<file path="src/rtl/dsr_pkg.sv">
// Shared types, widths, register indexes and helpers of the disc span rasterizer.
// Used by the channel interfaces, the controller, the datapath and the top level.
`default_nettype none

package dsr_pkg;

    // Field widths of the channels.
    localparam int XF_W      = 17;
    localparam int COLOR_W   = 24;
    localparam int CFG_W     = 13;
    localparam int RAD_W     = 5;
    localparam int COORD_W   = 12;
    localparam int CHAN_W    = 8;
    localparam int CFG_IDX_W = 2;

    // Internal widths.
    localparam int CNT_W  = RAD_W + 1;   // window counter, holds 2r
    localparam int POS_W  = 16;          // signed pixel position
    localparam int Q_W    = 32;          // signed Q16.16 centre
    localparam int DIFF_W = 24;          // signed Q8.16 offset to the centre
    localparam int PROD_W = 2 * DIFF_W;  // product of the shared multiplier
    localparam int FRAC_W = 16;

    // Parameter defaults.
    localparam int MAX_DIM_DEF    = 4096;
    localparam int MAX_RADIUS_DEF = 31;

    // Register indexes.
    localparam logic [CFG_IDX_W-1:0] REG_WIDTH  = 2'd0;
    localparam logic [CFG_IDX_W-1:0] REG_HEIGHT = 2'd1;
    localparam logic [CFG_IDX_W-1:0] REG_RADIUS = 2'd2;

    // Register reset values.
    localparam logic [CFG_W-1:0] WIDTH_RST  = 13'd256;
    localparam logic [CFG_W-1:0] HEIGHT_RST = 13'd256;
    localparam logic [RAD_W-1:0] RADIUS_RST = 5'd4;

    typedef enum logic [3:0] {
        ST_IDLE,
        ST_MULX,
        ST_MULY,
        ST_ORGX,
        ST_ORGY,
        ST_ROWSQ,
        ST_ROWWT,
        ST_SCAN,
        ST_DRAIN,
        ST_EMIT
    } dsr_state_t;

    typedef enum logic [1:0] {
        MUL_XW,
        MUL_YH,
        MUL_DY,
        MUL_DX
    } dsr_mul_sel_t;

    typedef struct packed {
        logic         load;
        dsr_mul_sel_t mul_sel;
        logic         take_cx;
        logic         take_cy;
        logic         set_ox;
        logic         set_oy;
        logic         row_start;
        logic         take_dy2;
        logic         scan;
        logic         emit;
        logic         next_row;
    } dsr_cmd_t;

    typedef struct packed {
        logic col_last;
        logic row_last;
        logic out_free;
    } dsr_stat_t;

    // Q16.16 to integer, rounding toward zero for both signs.
    function automatic logic signed [POS_W-1:0] trunc_q16(input logic signed [Q_W-1:0] v);
        logic [Q_W-1:0] mag;
        logic [Q_W-1:0] res;
        mag = v[Q_W-1] ? (~v + Q_W'(1)) : v;
        res = mag >> FRAC_W;
        if (v[Q_W-1])
        begin
            res = ~res + Q_W'(1);
        end
        return res[POS_W-1:0];
    endfunction

endpackage

`default_nettype wire

</file>
<file path="src/rtl/dsr_ctrl.sv">
// Sequencer of the disc span rasterizer: steps the datapath through setup, row scans and emits.
// Depends on dsr_pkg for the state, command and status types.
`default_nettype none

module dsr_ctrl import dsr_pkg::*;
(
    input  wire logic      clk,
    input  wire logic      rst_n,
    input  wire logic      in_valid,
    output logic           in_ready,
    input  wire dsr_stat_t stat,
    output dsr_cmd_t       cmd
);

    dsr_state_t state_reg;
    dsr_state_t state_next;

    always_ff @(posedge clk or negedge rst_n)
    begin
        if (!rst_n)
        begin
            state_reg <= ST_IDLE;
        end
        else
        begin
            state_reg <= state_next;
        end
    end

    always_comb
    begin
        state_next = state_reg;
        unique case (state_reg)
            ST_IDLE:
            begin
                if (in_valid)
                begin
                    state_next = ST_MULX;
                end
            end
            ST_MULX:  state_next = ST_MULY;
            ST_MULY:  state_next = ST_ORGX;
            ST_ORGX:  state_next = ST_ORGY;
            ST_ORGY:  state_next = ST_ROWSQ;
            ST_ROWSQ: state_next = ST_ROWWT;
            ST_ROWWT: state_next = ST_SCAN;
            ST_SCAN:
            begin
                if (stat.col_last)
                begin
                    state_next = ST_DRAIN;
                end
            end
            ST_DRAIN: state_next = ST_EMIT;
            ST_EMIT:
            begin
                if (stat.out_free)
                begin
                    state_next = stat.row_last ? ST_IDLE : ST_ROWSQ;
                end
            end
            default:  state_next = ST_IDLE;
        endcase
    end

    always_comb
    begin
        in_ready = 1'b0;
        cmd      = '0;
        cmd.mul_sel = MUL_DX;
        unique case (state_reg)
            ST_IDLE:
            begin
                in_ready = 1'b1;
                cmd.load = in_valid;
            end
            ST_MULX:
            begin
                cmd.mul_sel = MUL_XW;
            end
            ST_MULY:
            begin
                cmd.mul_sel = MUL_YH;
                cmd.take_cx = 1'b1;
            end
            ST_ORGX:
            begin
                cmd.take_cy = 1'b1;
                cmd.set_ox  = 1'b1;
            end
            ST_ORGY:
            begin
                cmd.set_oy = 1'b1;
            end
            ST_ROWSQ:
            begin
                cmd.mul_sel   = MUL_DY;
                cmd.row_start = 1'b1;
            end
            ST_ROWWT:
            begin
                cmd.take_dy2 = 1'b1;
            end
            ST_SCAN:
            begin
                cmd.mul_sel = MUL_DX;
                cmd.scan    = 1'b1;
            end
            ST_DRAIN:
            begin
            end
            ST_EMIT:
            begin
                cmd.emit     = stat.out_free;
                cmd.next_row = stat.out_free && !stat.row_last;
            end
            default:
            begin
            end
        endcase
    end

    // A request is taken only from idle, and it always starts the setup sequence.
    a_accept_starts: assert property (@(posedge clk) disable iff (!rst_n)
        in_valid && in_ready |=> state_reg == ST_MULX)
        else $error("accepted request did not start setup");

    // The span that closes a point returns the sequencer to idle.
    a_last_span_idles: assert property (@(posedge clk) disable iff (!rst_n)
        cmd.emit && stat.row_last |=> state_reg == ST_IDLE)
        else $error("sequencer did not return to idle after the final span");

    // A row scan always ends through the drain cycle into the emit state.
    a_drain_to_emit: assert property (@(posedge clk) disable iff (!rst_n)
        state_reg == ST_SCAN && stat.col_last |=> ##1 state_reg == ST_EMIT)
        else $error("row scan did not reach the emit state");

endmodule

`default_nettype wire

</file>
<file path="config.mk">
export PLATFORM = sky130hd
export DESIGN_NAME = dsr_ctrl
export DESIGN_NICKNAME = d
export VERILOG_FILES = /design/src/rtl/dsr_pkg.sv /design/src/rtl/dsr_ctrl.sv
export SDC_FILE = /design/constraint.sdc
export NUM_CORES = 1
export LEC_CHECK = 0
export BUFFER_PORTS_ARGS = -buffer_cell sky130_fd_sc_hd__buf_2
export CAP_MARGIN = 10
export CORE_AREA = 2 2 39 41
export CTS_BUF_LIST = sky130_fd_sc_hd__clkbuf_8
export DETAILED_ROUTE_END_ITERATION = 6
export DIE_AREA = 0 0 41 43
export PLACE_DENSITY = 0.51
export SLEW_MARGIN = 0
export SYNTH_ARGS = -nofsm -noshare
export SYNTH_HDL_FRONTEND = slang
export SYNTH_SLANG_ARGS = --single-unit
</file>
<file path="constraint.sdc">
create_clock -name clk -period 1.5 [get_ports clk]
set_clock_uncertainty 0.05 [all_clocks]
set_input_delay 0.225 -clock clk [delete_from_list [all_inputs] [get_ports clk]]
set_output_delay 0.225 -clock clk [all_outputs]
set_load 0.05 [all_outputs]
</file>
---- Yosys cells after proc, flatten, opt, wreduce, memory -nomap -nowiden ----
Index checks and enable logic that the tools add are counted.
storage, ports and cells
  register bits after elaboration ......... 4
  output and inout port bits .............. 13
cells by class
  equal/unequal tests ..................... 12
  mux-type cells .......................... 15
  reduce and logical (&&, ||, !) cells .... 4
operators with widths
  operator                                       number
  case mux 4 bit (10 select lines)               1
  == test 4 x 3 -> 1 bit, second input constant  4
  two-way mux 4 bit                              3
  == test 4 x 2 -> 1 bit, second input constant  2
  == test 4 bit, second input constant           2
  two-way mux 1 bit                              7
  inequality test 2 bit, second input constant   3
  case mux 2 bit (3 select lines)                1
  == test 4 x 1 -> 1 bit, second input constant  1
  logical NOT 4 bit                              1
  two-way mux 2 bit                              2
  two-way mux 3 bit                              1
  AND reduction 3 bit                            1
  logical AND 1 bit                              1
  logical NOT 1 bit                              1

---- Logic depth before layout (Yosys ltp) ----
Gate-level depths: netlist of the first run.
  depth after elaboration ................. 3
  mapped depth ............................ 4
  depth with buffers taken out ............ 3

---- Least setup slack after synthesis of the first run ----
OpenSTA, ideal clock, no wires.
  kind .................................... flip-flop to output port
  from .................................... reg state_reg[0]
  to ...................................... out cmd[7] (netlist name)
  arrival time ............................ 2,147 ps
  slack ................................... -922 ps
  stages on the path, launching flop included .. 5
  buffers on the path ..................... 2
  cells stage by stage .................... dfrtp_1 > buf_4 > nand2_1 > nor3_1 > buf_4
RTL lines
  item                      RTL line        text
  start: declaration        dsr_ctrl.sv:15  dsr_state_t state_reg;
  start signal: assignment  dsr_ctrl.sv:26  state_reg <= state_next;
  end: declaration          dsr_ctrl.sv:12  output dsr_cmd_t cmd

==> flow_summary.toml, run 1 <==
[cells_and_area]
layout.cells.non_filler = 92
syn_to_final_growth_pct = 103
layout-drive-gt1-share_pct = 64.5
diodes = 0
largest_register_ff_count = 4
final_nets = 83
nFillCells = 123

[global_route]
grt_overflow = 0
antenna_found_initial = 0
grt_pass1_vias = 429
track_usage_pct = 15.5
grt_start_max_net_pins = 9
grt_pass1_wl_um = 1810

[sta]
min_period_ns = 1.58
slew_viol_final = 0
setup_viol = 8
fmax_mhz = 634
setup_tns_ns = -0.404
rsz0062_at_grt = "true"
fin_crit_sh_pct = 105
final-hold-violation-count = 0
layout_setup_ws_ns = -0.0764
slew_headroom_pct = 76.5
worst_pin_slew_ns = 0.351

[clock_network]
clk_pin_slew_ns = 0.03
cts_max_level = 1
cts_tree = "done"
cts.path.max_buffers = 2
clockRootBuffer = "clkbuf_8"
clk_latency_ns = 0.22
cts_sinks = 4
cts_inserted_buffers = 3

[placement]
hpwl_um = 769
post-place-ws_ns = 0.0157
dp.cells = 83
port_buffers = 18
gp_congestion = 0.699

[worst_setup_path]
cp.arrival_ns = 1.30
slowest_stage = "dfrtp_2"
cp_num_buf_inv = 1
end_kind = "primary output"
slowest_delay_ns = 0.45
path_max_fanout = 6
required_ns = 1.22
crit_family = "simple AND/OR/NAND/NOR gates"
crit_type = "register to primary output"
startpoint_type = "register"
path_cells = "and4bb_1 > and3_1 > buf_6"

[drt]
wirelength_um = 1070
drc_errors = 0
drt_iter0_markers = 6
drtAntennaViolNets = 0
viasPerCell = 4.90
num_vias = 451
drtPass1Iterations = 5
highest_layer = "met3"
drt-met1-wl_um = 473
wl_per_cell_um = 11.6
met3_length_um = 30
dr_wl_met2_um = 563

[synthesis]
syn_area_um2 = 388
syn_nets = 53
seq_area_frac_synth_pct = 25.8
synth_cells = 47
synth.avg_cell_area_um2 = 8.25
ys_seq_elements = 4
yosysUniqueCellTypes = 32
ys_warn_count = 0

[flow_run]
drv_cap = 0

[run_status]
failed_checks = "negative setup slack"
status = "finished, violations left"

[floorplanning]
fp.dieW_um = 41
die-area_um2 = 1760
num_io_pins = 19
die_y_um = 43
core_um2 = 1380
initial_core_util_pct = 28.0
fp-row-count = 14

[min_path]
min_path_type = "primary input to register"
-- through the flow --
stage | area, um^2 | hold WS, ns | utilization (%)
CTS | 763 | 0.233 | 55.2
global placement | 583 | -0.0193 | 42.1
floorplan | 459 | -0.121 | -
global route | 787 | 0.241 | 56.9
finish | 787 | 0.236 | 56.9
detailed placement | 583 | -0.0183 | 42.1
-- worst register-to-register path, stage by stage, from the launching register on --
cell and delay (ns):
dfrtp_2 0.45, buf_6 0.15, buf_6 0.11, buf_4 0.12
nand4_1 0.07, a32oi_1 0.10, nor3_1 0.19
-- path summary, 6_finish.rpt --
path                       depth (start not counted)         start            to  slack (ns)
max                                                3  state_reg[1]        cmd[0]       -0.08
min                                                2       stat[2]  state_reg[3]        0.24
max reg2reg                                        6  state_reg[0]  state_reg[2]        0.16
min reg2reg                                        2  state_reg[3]  state_reg[1]        0.65
max in group asynchronous                          2         rst_n  state_reg[3]        0.98
min in group asynchronous                          2         rst_n  state_reg[2]        0.29
-- Yosys cell counts --
library cell  instances  area share [%]
nor3_1                5             6.5
dfrtp_1               4              26
buf_4                 3             5.8
nand2b_1              3             4.8
nor2_1                3             2.9
a21oi_1               2             2.6
inv_1                 2             1.9
a2111oi_1             1             2.6
a21boi_0              1             1.9
a21o_1                1             1.9
a21o_2                1             2.3
a32oi_1               1             2.3
and2_1                1             1.6
and2_2                1             1.9
and2b_1               1             1.9
and3_1                1             1.6
and4bb_1              1             3.2
buf_2                 1             1.3
buf_6                 1             2.9
inv_2                 1            0.97
nand2_1               1            0.97
nand3b_1              1             1.9
nand4_1               1             1.6
nor2_2                1             1.6
nor3b_1               1             1.9
nor4_2                1             3.2
nor4b_1               1             2.3
nor4bb_1              1             2.6
o21ai_0               1             1.3
o31ai_1               1             1.9
or3_1                 1             1.6
xnor2_1               1             2.3
-- final cells by class --
type                    count  area (um^2)  share of cell area, %
clock buffers               3         41.3                   5.25
multi-input cells          35          323                   41.0
repair buffers             30          283                   35.9
inverters                   3         11.3                   1.43
well taps                  16         20.0                   2.54
flip-flops and latches      4          105                   13.4
clock inverters             1         3.75                  0.477
-- layout by cell type (no fill, tap or decap), types with 3 or more instances in the layout --
cell | Yosys | routed
inv_1 | 2 | 3
dfrtp_2 | 0 | 4
nor3_4 | 0 | 3
buf_6 | 1 | 14
buf_4 | 3 | 8
buf_2 | 1 | 5
clkbuf_8 | 0 | 3
-- kinds of logic after synthesis --
logic type | synth area share, %
simple gates | 42.3
compound gates | 16.8
buf+inv | 12.9
flops | 25.8
xor+xnor | 2.26
-- routing by layer --
layer  vias to the layer above  global-route usage [%]
li1                        229                       -
met2                         6                    22.2
met4                         0                    8.00
met1                       216                    19.7
met5                         -                       0
met3                         0                    5.24
-- what timing repair did --
action | in CTS | in global routing
setup buffers | 3 | 1
endpoints found under the hold margin | 4 | 0
resized for setup | 37 | 4
hold buffers | 1 | 0
setup endpoints to repair | 13 | 13
pin swaps | 4 | 0
Power of run 1 is not shown: default switching activity piles up to over one toggle a cycle in this logic, so the estimate is an artifact.
==> run 2: changes to the inputs <==
- BUFFER_PORTS_ARGS: -buffer_cell sky130_fd_sc_hd__buf_2 -> unset
- DONT_BUFFER_PORTS: unset -> 1
- PLACE_DENSITY: 0.51 -> 0.39
==> run 2 against run 1 <==
Compared with the run above: the run still ends with negative setup slack left; register-to-register slack got worse by 0.04 ns; maximum frequency fell by 0.25%; critical endpoint is now cmd[10]; worst setup slack got worse by 0.0040 ns; critical path depth did not move; cell area rose by 7.9%; sequential share of layout area fell by 0.98 points; count of clock-buffer cells in the layout did not move; largest cell class unchanged; hold slack got worse by 0.15 ns.
==> flow_summary.toml, run 2 (synthesized netlist as in run 1, its figures left out) <==
[worst_setup_path]
crit_end = "cmd[10]"
cp.arrival_ns = 1.31
crit_type = "register to primary output"
reg2reg_from = "state_reg[1]"
end_kind = "primary output"
startpoint_type = "register"
reg2regPathDepth = 5
required_ns = 1.22
startpoint = "state_reg[0]"
worstReg2RegEnd = "state_reg[0]"
reg2reg_slack_ns = 0.12
path_max_fanout = 6

[clock_network]
cts_sinks = 4
cts.path.max_buffers = 2
clk_latency_ns = 0.22
cts_tree = "done"
clockRootBuffer = "clkbuf_8"
cts_max_level = 1
clk_pin_slew_ns = 0.03
cts_inserted_buffers = 3

[placement]
place_area_um2 = 681
hpwl_um = 841
port_buffers = 0
dp.cells = 75
gp_congestion = 0.786

[sta]
slew_headroom_pct = 76.3
worst_pin_slew_ns = 0.355
final-hold-violation-count = 0
rsz0062_at_grt = "true"
fin_crit_sh_pct = 105
setup_tns_ns = -0.386
layout_setup_ws_ns = -0.0804
slew_viol_final = 0
setup_viol = 8
holdWs_ns = 0.0860
min_period_ns = 1.58
fmax_mhz = 633

[cells_and_area]
final_common_cell = "buf_4"
nFillCells = 119
design_area_um2 = 850
layout-drive-gt1-share_pct = 64.9
diodes = 0
regArea_um2 = 105
layout.cells.non_filler = 90
multiInputGateArea_um2 = 333
syn_to_final_growth_pct = 119
final_cell_mix = "buf_4 (16), buf_12 (9), dfrtp_2 (4)"
final_nets = 81
largest_register_ff_count = 4

[floorplanning]
fp.dieW_um = 41
fp-row-count = 14
initial_core_util_pct = 28.0
die_y_um = 43
num_io_pins = 19
die-area_um2 = 1760
core_um2 = 1380

[drt]
viasPerCell = 4.80
drc_errors = 0
drtPass1Iterations = 4
num_vias = 432
wirelength_um = 1160
drtAntennaViolNets = 0
wl_per_cell_um = 12.9
drt_iter0_markers = 4

[run_status]
status = "finished, violations left"
failed_checks = "negative setup slack"

[global_route]
antenna_found_initial = 0
track_usage_pct = 17.6
grt_pass1_wl_um = 2100
grt_start_max_net_pins = 9
grt_pass1_vias = 481
grt_overflow = 0

[flow_run]
drv_cap = 0

[min_path]
min_path_type = "primary input to register"
[run 2: cell count changes in the layout (fill, tap and decap cells not counted), moves of 2 or more]
cell,previous run,this run
buf_12,0,9
buf_2,5,0
buf_4,8,16
buf_6,14,2
buf_8,2,0
[run 2: area by class of cell]
class	instances	area share, %
Timing Repair Buffer	28	39.2
Inverter	3	1.62
Clock buffer	3	4.86
Tap cell	16	2.36
Clock inverter	1	0.442
Sequential cell	4	12.4
Multi-Input combinational cell	35	39.2
[run 2: stage by stage]
stage / worst slack, ns / util [%]
floorplan: -0.260 / -
global placement: 0.0698 / 49.2
detailed placement: 0.0468 / 49.2
global route: -0.124 / 61.4
CTS: -0.0735 / 60.7
finish: -0.0804 / 61.4
[run 2: worst min path at each step]
stage	slack (ns)	cells after the start	to	startpoint
finish	0.09	1	state_reg[3]	stat[2]
global route	0.09	1	state_reg[3]	stat[2]
CTS	0.08	1	state_reg[3]	stat[2]
detailed placement	-0.12	0	state_reg[2]	rst_n
global placement	-0.12	0	state_reg[2]	rst_n
floorplan	-0.12	0	state_reg[0]	rst_n
[run 2: layer usage]
layer	part of all wire, %	GRT usage [%]	vias up	routed length (um)
li1	-	-	221	-
met1	41	21.9	202	473
met2	55	25.6	9	642
met3	3.9	4.71	0	45
met4	0	10.7	0	0
met5	0	0	-	0
[run 2: worst max-delay path, cell delays in order, from the launching register on]
cell	delay, ns
dfrtp_2	0.46
xnor2_1	0.14
or3_1	0.32
buf_6	0.16
[run 2: repair_timing]
action / in CTS / in global routing
pin swaps: 4 / 3
hold buffers: 1 / 0
gates resized for setup: 13 / 3
buffers inserted: 10 / 0
hold endpoints to repair: 4 / 0
setup endpoints to repair: 13 / 13
Power of run 2 is left out for the same reason.
