==> config.mk <==
export PLATFORM = sky130hd
export DESIGN_NAME = dsr_datapath
export DESIGN_NICKNAME = d
export VERILOG_FILES = /design/src/rtl/dsr_pkg.sv /design/src/rtl/dsr_datapath.sv
export SDC_FILE = /design/constraint.sdc
export NUM_CORES = 2
export LEC_CHECK = 0
export ABC_AREA = 1
export BUFFER_PORTS_ARGS = -buffer_cell sky130_fd_sc_hd__buf_2
export CORE_MARGIN = 2
export CORE_UTILIZATION = 30
export CTS_CLUSTER_DIAMETER = 200
export CTS_CLUSTER_SIZE = 14
export DETAILED_ROUTE_END_ITERATION = 8
export SYNTH_ARGS = -nofsm -noshare
export SYNTH_HDL_FRONTEND = slang
export SYNTH_SLANG_ARGS = --single-unit
==> constraint.sdc <==
create_clock -name clk -period 9.85 [get_ports clk]
set_input_delay 0.4925 -clock clk [delete_from_list [all_inputs] [get_ports clk]]
set_output_delay 0.4925 -clock clk [all_outputs]
set_load 0.05 [all_outputs]
==> src/rtl/dsr_pkg.sv <==
// Shared types, widths, register indexes and helpers of the disc span rasterizer.
// Used by the channel interfaces, the controller, the datapath and the top level.
`default_nettype none

package dsr_pkg;

    // Field widths of the channels.
    localparam int XF_W      = 17;
    localparam int COLOR_W   = 24;
    localparam int CFG_W     = 13;
    localparam int RAD_W     = 5;
    localparam int COORD_W   = 12;
    localparam int CHAN_W    = 8;
    localparam int CFG_IDX_W = 2;

    // Internal widths.
    localparam int CNT_W  = RAD_W + 1;   // window counter, holds 2r
    localparam int POS_W  = 16;          // signed pixel position
    localparam int Q_W    = 32;          // signed Q16.16 centre
    localparam int DIFF_W = 24;          // signed Q8.16 offset to the centre
    localparam int PROD_W = 2 * DIFF_W;  // product of the shared multiplier
    localparam int FRAC_W = 16;

    // Parameter defaults.
    localparam int MAX_DIM_DEF    = 4096;
    localparam int MAX_RADIUS_DEF = 31;

    // Register indexes.
    localparam logic [CFG_IDX_W-1:0] REG_WIDTH  = 2'd0;
    localparam logic [CFG_IDX_W-1:0] REG_HEIGHT = 2'd1;
    localparam logic [CFG_IDX_W-1:0] REG_RADIUS = 2'd2;

    // Register reset values.
    localparam logic [CFG_W-1:0] WIDTH_RST  = 13'd256;
    localparam logic [CFG_W-1:0] HEIGHT_RST = 13'd256;
    localparam logic [RAD_W-1:0] RADIUS_RST = 5'd4;

    typedef enum logic [3:0] {
        ST_IDLE,
        ST_MULX,
        ST_MULY,
        ST_ORGX,
        ST_ORGY,
        ST_ROWSQ,
        ST_ROWWT,
        ST_SCAN,
        ST_DRAIN,
        ST_EMIT
    } dsr_state_t;

    typedef enum logic [1:0] {
        MUL_XW,
        MUL_YH,
        MUL_DY,
        MUL_DX
    } dsr_mul_sel_t;

    typedef struct packed {
        logic         load;
        dsr_mul_sel_t mul_sel;
        logic         take_cx;
        logic         take_cy;
        logic         set_ox;
        logic         set_oy;
        logic         row_start;
        logic         take_dy2;
        logic         scan;
        logic         emit;
        logic         next_row;
    } dsr_cmd_t;

    typedef struct packed {
        logic col_last;
        logic row_last;
        logic out_free;
    } dsr_stat_t;

    // Q16.16 to integer, rounding toward zero for both signs.
    function automatic logic signed [POS_W-1:0] trunc_q16(input logic signed [Q_W-1:0] v);
        logic [Q_W-1:0] mag;
        logic [Q_W-1:0] res;
        mag = v[Q_W-1] ? (~v + Q_W'(1)) : v;
        res = mag >> FRAC_W;
        if (v[Q_W-1])
        begin
            res = ~res + Q_W'(1);
        end
        return res[POS_W-1:0];
    endfunction

endpackage

`default_nettype wire

==> src/rtl/dsr_datapath.sv <==
// Datapath of the disc span rasterizer: registers, shared multiplier, coverage test and span clip.
// Depends on dsr_pkg; driven by dsr_ctrl through command and status structs.
`default_nettype none

module dsr_datapath import dsr_pkg::*;
#(
    parameter int MAX_DIM    = MAX_DIM_DEF,
    parameter int MAX_RADIUS = MAX_RADIUS_DEF
)
(
    input  wire logic                 clk,
    input  wire logic                 rst_n,
    input  wire logic                 cfg_we,
    input  wire logic [CFG_IDX_W-1:0] cfg_index,
    input  wire logic [CFG_W-1:0]     cfg_data,
    input  wire logic [XF_W-1:0]      x_frac,
    input  wire logic [XF_W-1:0]      y_frac,
    input  wire logic [COLOR_W-1:0]   color,
    output logic                      out_valid,
    input  wire logic                 out_ready,
    output logic [COORD_W-1:0]        row,
    output logic [COORD_W-1:0]        col_first,
    output logic [COORD_W-1:0]        col_final,
    output logic [CHAN_W-1:0]         red,
    output logic [CHAN_W-1:0]         green,
    output logic [CHAN_W-1:0]         blue,
    output logic                      empty_res,
    output logic                      last,
    input  wire dsr_cmd_t             cmd,
    output dsr_stat_t                 stat
);

    localparam int D2_W  = PROD_W - 1;
    localparam int D2I_W = D2_W - 2 * FRAC_W;

    // Configuration registers.
    logic [CFG_W-1:0] width_cfg_reg;
    logic [CFG_W-1:0] height_cfg_reg;
    logic [RAD_W-1:0] radius_cfg_reg;

    always_ff @(posedge clk or negedge rst_n)
    begin
        if (!rst_n)
        begin
            width_cfg_reg  <= WIDTH_RST;
            height_cfg_reg <= HEIGHT_RST;
            radius_cfg_reg <= RADIUS_RST;
        end
        else if (cfg_we)
        begin
            unique case (cfg_index)
                REG_WIDTH:  width_cfg_reg  <= cfg_data;
                REG_HEIGHT: height_cfg_reg <= cfg_data;
                REG_RADIUS: radius_cfg_reg <= cfg_data[RAD_W-1:0];
                default:
                begin
                end
            endcase
        end
    end

    // Limits applied to the registers.
    logic [CFG_W-1:0]   w_eff;
    logic [CFG_W-1:0]   h_eff;
    logic [RAD_W-1:0]   r_eff;
    logic [2*RAD_W-1:0] r_sq;

    assign w_eff = (32'(width_cfg_reg) > 32'(MAX_DIM)) ? CFG_W'(MAX_DIM) : width_cfg_reg;
    assign h_eff = (32'(height_cfg_reg) > 32'(MAX_DIM)) ? CFG_W'(MAX_DIM) : height_cfg_reg;
    assign r_eff = (32'(radius_cfg_reg) > 32'(MAX_RADIUS)) ? RAD_W'(MAX_RADIUS)
                                                           : radius_cfg_reg;
    assign r_sq  = r_eff * r_eff;

    // Per-point operands.
    logic [XF_W-1:0]    xf_reg;
    logic [XF_W-1:0]    yf_reg;
    logic [COLOR_W-1:0] color_reg;
    logic [CFG_W-1:0]   w_reg;
    logic [CFG_W-1:0]   h_reg;
    logic [RAD_W-1:0]   r_reg;
    logic [2*RAD_W-1:0] r2_reg;

    always_ff @(posedge clk)
    begin
        if (cmd.load)
        begin
            xf_reg    <= x_frac;
            yf_reg    <= y_frac;
            color_reg <= color;
            w_reg     <= w_eff;
            h_reg     <= h_eff;
            r_reg     <= r_eff;
            r2_reg    <= r_sq;
        end
    end

    // Shared multiplier with a registered product.
    logic signed [DIFF_W-1:0] mul_a;
    logic signed [DIFF_W-1:0] mul_b;
    logic signed [PROD_W-1:0] prod_reg;
    logic signed [DIFF_W-1:0] dx_reg;
    logic signed [DIFF_W-1:0] dy;

    always_comb
    begin
        unique case (cmd.mul_sel)
            MUL_XW:
            begin
                mul_a = $signed(DIFF_W'(xf_reg));
                mul_b = $signed(DIFF_W'(w_reg));
            end
            MUL_YH:
            begin
                mul_a = $signed(DIFF_W'(yf_reg));
                mul_b = $signed(DIFF_W'(h_reg));
            end
            MUL_DY:
            begin
                mul_a = dy;
                mul_b = dy;
            end
            MUL_DX:
            begin
                mul_a = dx_reg;
                mul_b = dx_reg;
            end
            default:
            begin
                mul_a = dx_reg;
                mul_b = dx_reg;
            end
        endcase
    end

    always_ff @(posedge clk)
    begin
        prod_reg <= mul_a * mul_b;
    end

    // Centre, window origin and offsets.
    logic signed [Q_W-1:0]    cx_reg;
    logic signed [Q_W-1:0]    cy_reg;
    logic signed [Q_W-1:0]    r_off;
    logic signed [POS_W-1:0]  ox_reg;
    logic signed [POS_W-1:0]  j_reg;
    logic signed [POS_W-1:0]  i_reg;
    logic signed [POS_W-1:0]  pi_reg;
    logic signed [Q_W-1:0]    dy_full;
    logic signed [Q_W-1:0]    dx_full;
    logic signed [PROD_W-1:0] dy2_reg;
    logic [CNT_W-1:0]         ki_reg;
    logic [CNT_W-1:0]         kj_reg;
    logic [CNT_W-1:0]         span_max;
    logic                     pv_reg;

    assign r_off    = $signed(Q_W'({r_reg, FRAC_W'(0)}));
    assign dy_full  = $signed({j_reg, FRAC_W'(0)}) - cy_reg;
    assign dx_full  = $signed({ox_reg, FRAC_W'(0)}) - cx_reg;
    assign dy       = dy_full[DIFF_W-1:0];
    assign span_max = {r_reg, 1'b0};

    always_ff @(posedge clk)
    begin
        if (cmd.take_cx)
        begin
            cx_reg <= prod_reg[Q_W-1:0];
        end
        if (cmd.take_cy)
        begin
            cy_reg <= prod_reg[Q_W-1:0];
        end
        if (cmd.set_ox)
        begin
            ox_reg <= trunc_q16(cx_reg - r_off);
        end
        if (cmd.set_oy)
        begin
            j_reg <= trunc_q16(cy_reg - r_off);
        end
        else if (cmd.next_row)
        begin
            j_reg <= j_reg + POS_W'(1);
        end
        if (cmd.row_start)
        begin
            i_reg  <= ox_reg;
            dx_reg <= dx_full[DIFF_W-1:0];
        end
        else if (cmd.scan)
        begin
            i_reg  <= i_reg + POS_W'(1);
            dx_reg <= dx_reg + $signed(DIFF_W'(1) << FRAC_W);
        end
        if (cmd.take_dy2)
        begin
            dy2_reg <= prod_reg;
        end
        pi_reg <= i_reg;
    end

    always_ff @(posedge clk or negedge rst_n)
    begin
        if (!rst_n)
        begin
            ki_reg <= '0;
            kj_reg <= '0;
            pv_reg <= 1'b0;
        end
        else
        begin
            pv_reg <= cmd.scan;
            if (cmd.row_start)
            begin
                ki_reg <= '0;
            end
            else if (cmd.scan)
            begin
                ki_reg <= ki_reg + CNT_W'(1);
            end
            if (cmd.set_oy)
            begin
                kj_reg <= '0;
            end
            else if (cmd.next_row)
            begin
                kj_reg <= kj_reg + CNT_W'(1);
            end
        end
    end

    // Coverage test, one column behind the multiplier.
    logic [D2_W-1:0]         d2;
    logic                    hit;
    logic                    found_reg;
    logic signed [POS_W-1:0] first_reg;
    logic signed [POS_W-1:0] lastcol_reg;

    assign d2  = prod_reg[D2_W-1:0] + dy2_reg[D2_W-1:0];
    assign hit = d2[D2_W-1:2*FRAC_W] <= D2I_W'(r2_reg);

    always_ff @(posedge clk or negedge rst_n)
    begin
        if (!rst_n)
        begin
            found_reg <= 1'b0;
        end
        else if (cmd.row_start)
        begin
            found_reg <= 1'b0;
        end
        else if (pv_reg && hit)
        begin
            found_reg <= 1'b1;
        end
    end

    always_ff @(posedge clk)
    begin
        if (pv_reg && hit)
        begin
            if (!found_reg)
            begin
                first_reg <= pi_reg;
            end
            lastcol_reg <= pi_reg;
        end
    end

    // Clip the span to the image.
    logic signed [POS_W-1:0] w_s;
    logic signed [POS_W-1:0] h_s;
    logic signed [POS_W-1:0] lo;
    logic signed [POS_W-1:0] hi;
    logic                    row_in;
    logic                    span_empty;

    assign w_s        = $signed(POS_W'(w_reg));
    assign h_s        = $signed(POS_W'(h_reg));
    assign row_in     = !j_reg[POS_W-1] && (j_reg < h_s);
    assign lo         = first_reg[POS_W-1] ? '0 : first_reg;
    assign hi         = (lastcol_reg > w_s - POS_W'(1)) ? (w_s - POS_W'(1)) : lastcol_reg;
    assign span_empty = !(found_reg && row_in && (w_reg != '0) && (lo <= hi));

    // Output register.
    logic               out_valid_reg;
    logic [COORD_W-1:0] row_reg;
    logic [COORD_W-1:0] first_out_reg;
    logic [COORD_W-1:0] final_out_reg;
    logic [CHAN_W-1:0]  red_reg;
    logic [CHAN_W-1:0]  green_reg;
    logic [CHAN_W-1:0]  blue_reg;
    logic               empty_reg;
    logic               last_reg;

    always_ff @(posedge clk or negedge rst_n)
    begin
        if (!rst_n)
        begin
            out_valid_reg <= 1'b0;
        end
        else if (cmd.emit)
        begin
            out_valid_reg <= 1'b1;
        end
        else if (out_ready)
        begin
            out_valid_reg <= 1'b0;
        end
    end

    always_ff @(posedge clk)
    begin
        if (cmd.emit)
        begin
            row_reg       <= span_empty ? '0 : j_reg[COORD_W-1:0];
            first_out_reg <= span_empty ? '0 : lo[COORD_W-1:0];
            final_out_reg <= span_empty ? '0 : hi[COORD_W-1:0];
            red_reg       <= color_reg[23:16];
            green_reg     <= color_reg[15:8];
            blue_reg      <= color_reg[7:0];
            empty_reg     <= span_empty;
            last_reg      <= (kj_reg == span_max);
        end
    end

    assign out_valid = out_valid_reg;
    assign row       = row_reg;
    assign col_first = first_out_reg;
    assign col_final = final_out_reg;
    assign red       = red_reg;
    assign green     = green_reg;
    assign blue      = blue_reg;
    assign empty_res = empty_reg;
    assign last      = last_reg;

    assign stat.col_last = (ki_reg == span_max);
    assign stat.row_last = (kj_reg == span_max);
    assign stat.out_free = !out_valid_reg || out_ready;

    // The output register is only loaded when it is free or being drained.
    a_emit_free: assert property (@(posedge clk) disable iff (!rst_n)
        cmd.emit |-> (!out_valid_reg || out_ready))
        else $error("span overwrote an untaken span");

    // The column scan never runs past the window edge.
    a_scan_bound: assert property (@(posedge clk) disable iff (!rst_n)
        cmd.scan |-> ki_reg <= span_max)
        else $error("column scan ran past the window");

    // A non-empty span is well ordered; an empty one carries zero coordinates.
    a_span_order: assert property (@(posedge clk) disable iff (!rst_n)
        out_valid_reg && !empty_reg |-> first_out_reg <= final_out_reg)
        else $error("span ends before it begins");

    a_empty_zero: assert property (@(posedge clk) disable iff (!rst_n)
        out_valid_reg && empty_reg |->
            row_reg == '0 && first_out_reg == '0 && final_out_reg == '0)
        else $error("empty span carries coordinates");

endmodule

`default_nettype wire

After elaboration in Yosys (flattened, before gate mapping) --
Index checks and enable logic that the tools add are counted.
Storage, ports and cells: latch bits 0, bits in writable memories 0, output and inout port bits 66, ROM bits 0, memories kept 0, input port bits 89, bits in registers 485, word-level logic and storage cells 111
Cells by class: div/mod/pow operators 0, equal/unequal tests 7, bitwise logic cells 5, magnitude comparators 6, multiplexer cells 22, reduce and logical (&&, ||, !) cells 20, shift operators 0, add/subtract/negate cells 15, $mul 2
Operator list (count):
- $pmux W24 S4 | 2
- $mux W16 | 7
- $add A32 B2 Y32 const B | 2
- $mux W32 | 2
- $not A32 Y32 | 2
- $sub A32 B22 Y32 | 2
- $mux W24 | 2
- $sub A24 B24 Y24 | 2
- $add A47 B47 Y47 | 1
- $mul A24 B24 Y47 | 1
- $add A16 B1 Y16 const B | 2
- $add A16 B2 Y16 const B | 2
- $not A16 Y16 | 2
- $gt A13 B13 Y1 const B | 2
- $add A24 B18 Y24 const B | 1
- $mux W6 | 4
- $gt A16 B16 Y1 | 1
- $le A16 B16 Y1 | 1
- $lt A16 B14 Y1 | 1
- $le A15 B10 Y1 | 1
- $mux W15 | 1
- $sub A13 B1 Y14 const B | 1
- $reduce_bool A13 Y1 | 1
- $add A6 B1 Y6 const B | 2
- 12 further kinds | 32

Longest topological paths before layout --
depth in word-level cells 8, depth in mapped cells 44, gate-level depth less buffers 43

Least setup slack after synthesis --
Ideal clock, no wire load.
path type register to register, start register j_reg[5], end register prod_reg[44], data required time 9.778 ns, path slack 1.752 ns, period minus slack after synthesis 8.098 ns, arrival time 8.027 ns, buffers on the path 1, setup time 0.072 ns, cell stages (with the launch flop) 35, cells stage by stage edfxtp_1 > ha_1 > inv_1 > nor3_1 > nand3_1 > o21ai_0 > xor2_1 > nand2_1 > nand2_2 > buf_1 > nand2_1 > fa_1 > inv_1 > fa_1 > inv_1 > fa_1 > inv_1 > fa_1 > fa_1 > fa_1 > inv_1 > fa_1 > inv_1 > ha_1 > nand2_1 > nor2_1 > inv_1 > nor4_1 > nand3_1 > nand3_1 > nand3_1 > nand2_1 > nand2_1 > nand2_1 > xor2_1
On the way: longest elaborated chain between the ends 3, elaborated cells on any way between the ends 4, classes of those cells add/sub (1); mul (1); mux (2)
RTL lines:
- start, declared | line dsr_datapath.sv:145 | logic signed [POS_W-1:0] j_reg;
- start signal, assigned | line dsr_datapath.sv:178 | j_reg <= trunc_q16(cy_reg - r_off);
- start signal, assigned | line dsr_datapath.sv:182 | j_reg <= j_reg + POS_W'(1);
- $sub A24 B24 Y24 * | line dsr_datapath.sv:157 | assign dy_full = $signed({j_reg, FRAC_W'(0)}) - cy_reg;
- $pmux W24 S4 | line dsr_datapath.sv:106 | unique case (cmd.mul_sel)
- $mul A24 B24 Y47 * | line dsr_datapath.sv:137 | prod_reg <= mul_a * mul_b;
- end signal, assigned | line dsr_datapath.sv:137
- end, declared | line dsr_datapath.sv:100 | logic signed [PROD_W-1:0] prod_reg;
Mark *: on every way between the ends. The rest lies on a longest branch, timed or not. A chain may end at the register's enable or synchronous reset.

Worst setup path after layout --
start register cy_reg[0], end register prod_reg[35]
On the way: longest elaborated chain between the ends 3, elaborated cells on any way between the ends 4, classes of those cells add/sub (1); mul (1); mux (2)
RTL lines:
- start, declared | line dsr_datapath.sv:142 | logic signed [Q_W-1:0] cy_reg;
- start signal, assigned | line dsr_datapath.sv:170 | cy_reg <= prod_reg[Q_W-1:0];
- $sub A24 B24 Y24 * | line dsr_datapath.sv:157
- $pmux W24 S4 | line dsr_datapath.sv:106
- $mul A24 B24 Y47 * | line dsr_datapath.sv:137
Marks and branches as above.

==> results.md <==
* HPWL after DPL at between 100 and 150 mm
* Post-synthesis sequential area ratio at 0.295
* Clk root buf: clkbuf_16
* Slew @ Worst Pin at approximately 1.1 ns
* Final worst path period share at 0.959
* Syn avg cell area at slightly below 9 sq um
* EDFF count, synth at 374
* GP Congestion at between 0.9 and 1
* Finish-stage setup viols at 0
* Required @ worst endpoint at around 10 ns
* Std cell rows at about 140
* Crit-path slowest cell: nand3_1
* Worst Setup End Kind: register
* Setup Skew at roughly 0.07 ns
* CTS clk-pin slew, worst paths at around 0.08 ns
* Initial Utilization at 0.301
* Final setup TNS at 0 ns
* Maxcap violations at 0
* Slew headroom at 0.261
* Post-synthesis cell area at ~0.046 sq mm
* RSZ-0062 raised after global routing: no
* GRT overflow at 0
* Worst Path Max Fanout at 16
* Area Growth Syn to Fin at 10.2%
* CTS Buf Count at 40
* CTS sink count at roughly 480
* Ports at 155
* DRT iter0 DRCs at approximately 2,400
* DR WL/cell at between 15 and 20 microns
* Post-Syn Instances at ~5,300
* First-pass GRT wire length at 212 mm
* Core area at roughly 0.15 sq mm
* Final Critical Period at approximately 9.4 ns
* Status: finished clean
* Initial antenna violation count at 11
* Worst-Skew Late Latency at 0.64 ns
* Clk buf depth at 3
* Crit Path Class: reg -> reg
* Yosys cell types at 67
* Die W at ~400 microns
* Maximum level of the CTS H-tree at 2
* Ys async rst share at 0.0952
* Post-Route WL at 138 mm
* Port bufs at 154
* CP most frequent cell: nand2_1
* F_max at between 100 and 150 MHz
* Worst hold path class: in -> async
* Fin util at 0.332
* Largest net degree at the start of global routing at 69
* Drt via density at approximately 4.7
* Pre-Repair DR Iteration Count at 6
* Vias in the first global route at about 36,000
* Postcts setup bufs at 0
* CTS tree: done
* Share of post-route cells with drive strength above 1 at 0.0672
* DR DRC count at 0
* Yosys reg bits at 483
* Dominant register cell in the synthesized netlist: edfxtp_1
* Die H at roughly 400 microns
* Final Hold Vio Count at 0
* GRT Resource Usage Total at 0.176
* Critical Path Source Type: register
* Max Slew Vio Count at 0
* Syn Nets at about 6,200
* Synth warnings at 0
* Full die area at 0.157 sq mm
* Vias post-DR at approximately 35,000
* Nets at around 6,400
* Slowest stage delay, CP at around 0.70 ns
* Post-DRT Antenna Nets at 0
* Arr. time, crit path at roughly 10 ns
* Fill count at 16,100
## stage by stage
stage | area, sq um | std cells | worst slack, ns | hold slack, ns
3_3_place_gp | 49700 | 7420 | 0.532 | 0.359
2_1_floorplan | 46200 | 5260 | 1.75 | 0.197
5_1_grt | 51000 | 7503 | 0.0439 | 0.0291
3_5_place_dp | 49700 | 7421 | 0.542 | 0.365
4_1_cts | 50900 | 7502 | 0.483 | 0.00167
6_report | 51000 | 7503 | 0.404 | 0.00708
## cells by family after synthesis
| family | after synthesis | synth area share |
|---|---|---|
| AOI/OAI and AO/OA | 558 | 0.0675 |
| buffers and inverters | 1263 | 0.104 |
| DFF | 483 | 0.295 |
| xor gates and xnor gates | 130 | 0.0246 |
| adders and majority gates | 872 | 0.333 |
| and+or+nand+nor | 1954 | 0.176 |
## Yosys cell counts (6+ instances only)
| master | count | share of area |
|---|---|---|
| nand4_1 | 44 | 0.0060 |
| nand2_1 | 1075 | 0.087 |
| a21o_1 | 11 | 0.0018 |
| nand3_1 | 193 | 0.021 |
| inv_1 | 1131 | 0.092 |
| o211ai_1 | 11 | 0.0018 |
| o21bai_1 | 8 | 0.0013 |
| a31oi_1 | 15 | 0.0020 |
| o21ai_1 | 17 | 0.0018 |
| o21ai_2 | 7 | 0.0013 |
| nand3_2 | 6 | 0.0013 |
| and2_1 | 15 | 0.0020 |
| o31ai_1 | 10 | 0.0016 |
| fa_1 | 597 | 0.26 |
| nand2_2 | 19 | 0.0026 |
| xor2_1 | 91 | 0.017 |
| edfxtp_1 | 374 | 0.24 |
| inv_2 | 9 | 0.00073 |
| clkbuf_1 | 75 | 0.0061 |
| xnor2_1 | 39 | 0.0074 |
| o21ai_0 | 211 | 0.023 |
| nor3_1 | 47 | 0.0051 |
| dfxtp_1 | 63 | 0.027 |
| a21oi_1 | 211 | 0.023 |
| nor4_1 | 13 | 0.0018 |
| o21a_1 | 17 | 0.0028 |
| buf_2 | 23 | 0.0025 |
| dfrtp_1 | 43 | 0.023 |
| nor2_1 | 490 | 0.040 |
| or2_2 | 10 | 0.0014 |
| clkinv_1 | 13 | 0.0011 |
| ha_1 | 275 | 0.074 |
| nand3b_1 | 9 | 0.0015 |
| nor2_2 | 17 | 0.0023 |
## critical path, delay by kind of cell, from the launching register on
family,cells,cell delay (ns)
buf+inv,7,1.04
fa+ha+maj,9,4.25
flops,1,0.39
simple gates,14,2.15
xor+xnor,1,0.14
compound gates,4,1.37
## layer usage
metal,track usage,part of all wire,routed length (microns),vias to the layer above
li1,-,-,-,16700
met1,0.230,0.42,57800,17500
met2,0.294,0.47,65500,1066
met3,0.0242,0.065,9020,239
met4,0.0678,0.042,5780,4
met5,0,0.00024,33,-
## area by class of cell
type                            count  area [sq um]  share of cell area
Antenna cell                        1          2.50           0.0000491
Clock buffer                       68          1110              0.0217
Clock inverter                      4          75.1             0.00147
Inverter                         1154          4340              0.0852
Multi-Input combinational cell   3514         27800               0.546
Sequential cell                   483         13600               0.268
Tap cell                         2044          2560              0.0502
Timing Repair Buffer              235          1400              0.0276
## repair_timing
| action | 4_1_cts | 5_1_grt |
|---|---|---|
| hold buffers | 9 | 0 |
| gates resized for setup | 0 | 4 |
| hold endpoints to repair | 9 | 0 |
| endpoints found under the setup margin | 0 | 3 |
## cells in the final DEF (no fill, tap or decap), types with 6 or more instances in the layout
cell type and count:
nand3b_1 9, nand3_2 6, inv_1 1130, clkbuf_1 28
nand3_1 193, clkinv_1 12, edfxtp_1 374, inv_2 9
a31oi_1 15, dfrtp_1 43, nand2_2 19, xor2_1 91
a21o_1 11, o21bai_1 8, or2_2 10, o21ai_0 205
o21ai_2 11, and2_1 15, o211ai_1 11, nor4_1 13
o31ai_1 10, dfxtp_1 63, a21oi_1 211, o21a_1 17
buf_4 73, fa_1 597, nor2_1 490, nand2_1 1075
nand4_1 44, clkbuf_16 40, ha_1 275, nor2_2 17
buf_2 153, o21ai_1 18, nor3_1 47, dlygate4sd3_1 9
xnor2_1 39
## worst paths after layout
kind                                startpoint                    end  slack (ns)  cells past startpoint
max in group asynchronous                rst_n   r_eff[1]$_DFFE_PN0P_        9.35                      2
max reg2reg                cy_reg[0]$_DFFE_PP_   prod_reg[35]$_DFF_P_        0.40                     35
min in group clk                    y_frac[12]   yf_reg[12]$_DFFE_PP_        0.05                      1
max                        cy_reg[0]$_DFFE_PP_   prod_reg[35]$_DFF_P_        0.40                     35
min                                      rst_n  kj_reg[5]$_DFFE_PN0P_       0.007                      2
min reg2reg                 i_reg[4]$_DFFE_PN_      pi_reg[4]$_DFF_P_        0.38                      0
Power is left out: the tool's default activity adds up to more than one toggle a clock period on the data nets, which glitch-free logic cannot reach.
